File: src/rtl/core/cbez_pkg.sv
// Shared types and constants for the cubic Bezier point evaluator.
// Used by cbez_cfg, cbez_axis and cubic_bezier_point_eval; depends on nothing.
package cbez_pkg;

    // Fixed field widths
    localparam int T_FRAC   = 16;                 // fraction bits of t
    localparam int T_W      = T_FRAC + 1;         // t and u, 1.0 included
    localparam int COORD_W  = 16;                 // control point / result coordinate
    localparam int LERP_W   = T_FRAC + COORD_W;   // first De Casteljau level
    localparam int BLEND_W  = 2 * T_FRAC + COORD_W; // second level
    localparam int SPLIT_W  = 24;                 // low slice of the second level
    localparam int HIGH_W   = BLEND_W - SPLIT_W;  // high slice of the second level
    localparam int PLO_W    = T_W + SPLIT_W;      // unsigned partial product
    localparam int PHI_W    = T_W + 1 + HIGH_W;   // signed partial product
    localparam int SHIFT    = 3 * T_FRAC;         // scale of the final sum
    localparam int ACC_W    = SHIFT + COORD_W + 4;

    // Register stages from the input register to the output register
    localparam int NUM_STG  = 5;

    localparam logic [T_W-1:0]          T_ONE    = T_W'(1) << T_FRAC;
    localparam logic signed [ACC_W-1:0] RND_HALF = ACC_W'(1) << (SHIFT - 1);

    // Configuration register map
    localparam int NUM_REGS  = 8;
    localparam int REG_IDX_W = 3;
    localparam int CFG_IDX_W = 4;
    localparam logic [REG_IDX_W-1:0] REG_P0_X = 3'd0;
    localparam logic [REG_IDX_W-1:0] REG_P0_Y = 3'd1;
    localparam logic [REG_IDX_W-1:0] REG_P1_X = 3'd2;
    localparam logic [REG_IDX_W-1:0] REG_P1_Y = 3'd3;
    localparam logic [REG_IDX_W-1:0] REG_P2_X = 3'd4;
    localparam logic [REG_IDX_W-1:0] REG_P2_Y = 3'd5;
    localparam logic [REG_IDX_W-1:0] REG_P3_X = 3'd6;
    localparam logic [REG_IDX_W-1:0] REG_P3_Y = 3'd7;

    typedef logic signed [COORD_W-1:0] t_coord;

    // Per-stage load enables of the datapath
    typedef struct packed {
        logic ld1;
        logic ld2;
        logic ld3;
        logic ld4;
    } t_ctl;

endpackage

File: src/rtl/core/cbez_cfg.sv
// Control point register file of the cubic Bezier point evaluator.
// Depends on cbez_pkg.
module cbez_cfg (
    input  logic                                i_clk,
    input  logic                                i_rst_n,
    input  logic                                i_cfg_we,
    input  logic [cbez_pkg::CFG_IDX_W-1:0]      i_cfg_idx,
    input  logic [cbez_pkg::COORD_W-1:0]        i_cfg_data,
    output cbez_pkg::t_coord                    o_px [4],
    output cbez_pkg::t_coord                    o_py [4]
);

    cbez_pkg::t_coord r_regs [cbez_pkg::NUM_REGS];

    always_ff @(posedge i_clk) begin
        if (!i_rst_n) begin
            for (int i = 0; i < cbez_pkg::NUM_REGS; i++) begin
                r_regs[i] <= '0;
            end
        end else if (i_cfg_we && (i_cfg_idx < cbez_pkg::CFG_IDX_W'(cbez_pkg::NUM_REGS))) begin
            r_regs[i_cfg_idx[cbez_pkg::REG_IDX_W-1:0]] <= i_cfg_data;
        end
    end

    assign o_px[0] = r_regs[cbez_pkg::REG_P0_X];
    assign o_py[0] = r_regs[cbez_pkg::REG_P0_Y];
    assign o_px[1] = r_regs[cbez_pkg::REG_P1_X];
    assign o_py[1] = r_regs[cbez_pkg::REG_P1_Y];
    assign o_px[2] = r_regs[cbez_pkg::REG_P2_X];
    assign o_py[2] = r_regs[cbez_pkg::REG_P2_Y];
    assign o_px[3] = r_regs[cbez_pkg::REG_P3_X];
    assign o_py[3] = r_regs[cbez_pkg::REG_P3_Y];

endmodule

File: config.mk
export PLATFORM = sky130hd
export DESIGN_NAME = cbez_cfg
export DESIGN_NICKNAME = d
export VERILOG_FILES = /design/src/rtl/core/cbez_pkg.sv /design/src/rtl/core/cbez_cfg.sv
export SDC_FILE = /design/constraint.sdc
export NUM_CORES = 1
export LEC_CHECK = 0
export BUFFER_PORTS_ARGS = -buffer_cell sky130_fd_sc_hd__buf_2
export CORE_UTILIZATION = 30
export CTS_CLUSTER_DIAMETER = 40
export DETAILED_ROUTE_END_ITERATION = 8
export SLEW_MARGIN = 20
export SYNTH_ARGS = -nofsm -noshare
export SYNTH_HDL_FRONTEND = slang
export SYNTH_SLANG_ARGS = --single-unit
export TNS_END_PERCENT = 1
File: constraint.sdc
create_clock -name i_clk -period 5.6 [get_ports i_clk]
set_clock_uncertainty 0.1 [all_clocks]
set_input_delay 1.68 -clock i_clk [delete_from_list [all_inputs] [get_ports i_clk]]
set_output_delay 1.68 -clock i_clk [all_outputs]
set_load 0.005 [all_outputs]
* Yosys cells after proc, flatten, opt, wreduce, memory -nomap -nowiden
Memories as Yosys holds them, arrays and structs flattened.
Cells that the tools add are included.
** Word-level totals
- Register bits :: 0
- RAM bits :: 128
- Input bits :: 23
- Output and inout port bits :: 128
- Word-level logic and storage cells :: 11
- Memories kept :: 1
** Memories
- r_regs :: words 8, width 16, rd ports 8, clocked after Yosys merged registers in 0, wr ports 8, RTL line cbez_cfg.sv:13 : cbez_pkg::t_coord r_regs [cbez_pkg::NUM_REGS];
** Cells by class
- Order comparisons :: 1
- Mux-type cells :: 7
- Reduce and logical (&&, ||, !) cells :: 2
** Operators by type and width (count)
- 16-bit 2-to-1 mux :: 1
- 16-bit OR reduction :: 1
- 1-bit 2-to-1 mux :: 5
- 4-bit < comparator (second input constant) :: 1
- 3-bit 2-to-1 mux :: 1
- 1-bit logical AND :: 1

* Logic depth before layout (Yosys ltp)
- Word-level depth :: 7
- Mapped depth :: 5
- Depth with buffers taken out :: 2

* Worst setup path before layout
No wires, ideal clock.
- Kind :: input -> register
- Start :: in i_cfg_idx[0] (netlist bit)
- End :: mem r_regs[2][0] (netlist bit), enable pin
- Library setup time :: 0.411 ns
- Arrival time :: 3.348 ns
- Data required time :: 5.089 ns
- Slack :: 1.741 ns
- Cell stages on the path :: 4
- Path buffers :: 2
- Cell sequence :: or2_1 buf_2 buf_6 o21ai_0
** RTL lines
- from (decl) :: RTL line cbez_cfg.sv:7 : input logic [cbez_pkg::CFG_IDX_W-1:0] i_cfg_idx,
- to (decl) :: RTL line cbez_cfg.sv:13

==> summary.txt <==
Run status - complete, no violations
Synth unique cells - 15
Synth top area share - 69.8%
Cell Area, Synth - 5510 um^2
Post-layout min period - 3.34 ns
Cell Int Power - 1.80 mW
RSZ-0062 raised after global routing - no
Initial antenna violation count - 0
CTS Buf Count - 17
Setup bufs post-CTS - 0
M1 wire length - 6150 um
Die Span X - 137 um
CORE AREA - 18000 um^2
Area leader, netlist - edfxtp_1
CP endpoint kind - flop
Net Count, Synth - 339
Top sig layer - met4
Final ANT Viol Nets - 0
Buffer depth of the longest clock path - 2
Initial DRC count - 250
Fmax - 0.300 GHz
Slew @ Worst Pin - 1.11 ns
Final setup viols - 0
Total gr overflow - 0
Crit share post-route - 59.6%
CTS resizes - 0
Final Max Slew Viols - 0
P&R area growth vs syn - 25.8%
CP startpoint kind - input pin
Die H - 137 um
FILL cells - 1728
TNS Setup - 0 ns
DR vias - 3299
CTS sink count - 128
Post-synthesis sequential area ratio - 69.8%
Top reg by flops - r_regs
Clock H-tree levels - 4
DRT Wirelength - 14600 um
Post-synth EDFFs - 128
CP required - 5.62 ns
Vias in the first global route - 3276
CTS tree - built
Largest cells by area after synthesis - edfxtp_1 (70%), nor3_2 (21%), buf_6 (1.4%), nor3_1 (1.3%), buf_12 (1.1%)
Detailed-placement wirelength estimate - 9460 um
Synth cell count leaders - edfxtp_1 (128), nor3_2 (114), clkinv_1 (16), nor3_1 (14), buf_2 (11)
Clock network power share - 43.5%
Die ar. - 18900 um^2
Total power - 2.32 mW
Slew headroom - 26.0%
Final Hold Fails - 0
Ys async rst share - 0%
Net load switching power - 0.511 mW
Register share of total power - 48.9%
Synth warnings - 0
Gpl congestion - 0.742
Share of cells above drive strength 1 - 63.3%
Ys flop type - edfxtp_1
Comb pwr share - 7.6%
Avg WL per Cell - 20.6 um
Antenna Cells - 0
Mapped Avg Cell Area - 17.4 um^2
IO buf count - 150
Worst-path fanout max - 34
Num rows - 49
Hold buffer count at cts - 0
WS Path Type - in2reg
Sw frac - 22.1%
Number of max-cap violations - 0
Area of the multi-input gates - 1360 um^2
Most common cell in the netlist - edfxtp_1
Hold Path Class - in2reg
Via-to-Cell Ratio - 4.66
Gr usage total - 16.2%
Leak - 2.34 nW
First-pass GRT wire length - 20700 um
DRT Pass-1 Iters - 6
Largest net degree at the start of global routing - 69
Pwr Density - 334 nW/um^2
Met3 WL post-DR - 1210 um
Starting Density - 30.6%
Flops & latches, synth - 128
Max reg flops - 128
Clock-pin slew on the worst setup and hold paths - 0.05 ns
# DRC - 0
Top Ports - 151
Routed length on met2 - 6880 um
Peak supply drop - 0.000209 V
Root Buffer - clkbuf_16
Crit path DAT - 3.35 ns
Sequential Area - 3840 um^2
Post-Synthesis Cells - 316
Largest regs - r_regs: 128 flops
Final layout net count - 489
==> per-layer routing <==
metal	up-vias	global-route usage (%)
met1	1612	21.7
met5	-	0
met2	171	24.8
li1	1495	-
met4	0	7.88
met3	21	3.53
==> cells by family after synthesis <==
logic type             share of synthesized area [%]
AO/OA/AOI/OAI                                  0.727
flip-flops                                      69.8
AND/OR/NAND/NOR                                 23.7
buffers and inverters                           5.77
==> power by group through the flow <==
stage | registers (mW) | logic, mW | clock network [mW]
global route | 1.14 | 0.192 | 1.07
floorplan | 1.15 | 0.0776 | 0
detailed placement | 1.15 | 0.180 | 0
CTS | 1.13 | 0.181 | 1.03
global placement | 1.15 | 0.176 | 0
finish | 1.13 | 0.176 | 1.01
==> layout by cell type, fill, tap and decap left out, drive strengths merged <==
master,instances
edfxtp,128
nand2b,1
clkbuf,21
nand4bb,1
or2,1
nand4,1
o21ai,8
nand4b,2
buf,161
clkinv,25
nor3,128
bufinv,2
==> critical path, cell delays in order <==
cell	delay, ns
buf_2	0.31
nand4b_4	0.13
buf_4	0.29
o21ai_1	0.65
buf_4	0.30
==> per-stage QoR <==
step                      area (um^2)  cells  utilization, %  hold WS (ns)  setup slack, ns
final                            6920    708            38.5          1.78             2.26
after global routing             6920    708            38.5          1.77             2.12
after CTS                        6920    708            38.5          1.78             2.24
after detailed placement         6390    676            35.6          1.97             1.82
after global placement           6380    676            35.5          1.97             1.77
after floorplan                  5510    316               -          1.86             1.74
==> area by class of cell <==
| class | instances | share of cell area [%] |
|---|---|---|
| clock buffers | 21 | 6.36 |
| clock inverters | 11 | 1.39 |
| inverters | 16 | 0.868 |
| multi-input cells | 142 | 19.7 |
| flip-flops and latches | 128 | 55.5 |
| well taps | 229 | 4.14 |
| repair buffers | 161 | 12.0 |
==> path summary, 6_finish.rpt <==
kind / startpoint / depth (start not counted) / end
max: i_rst_n / 5 / r_regs[5][14]$_SDFFCE_PN0P_
min: i_cfg_data[15] / 3 / r_regs[2][15]$_SDFFCE_PN0P_
No activity file was read; power rests on OpenSTA's default activity.
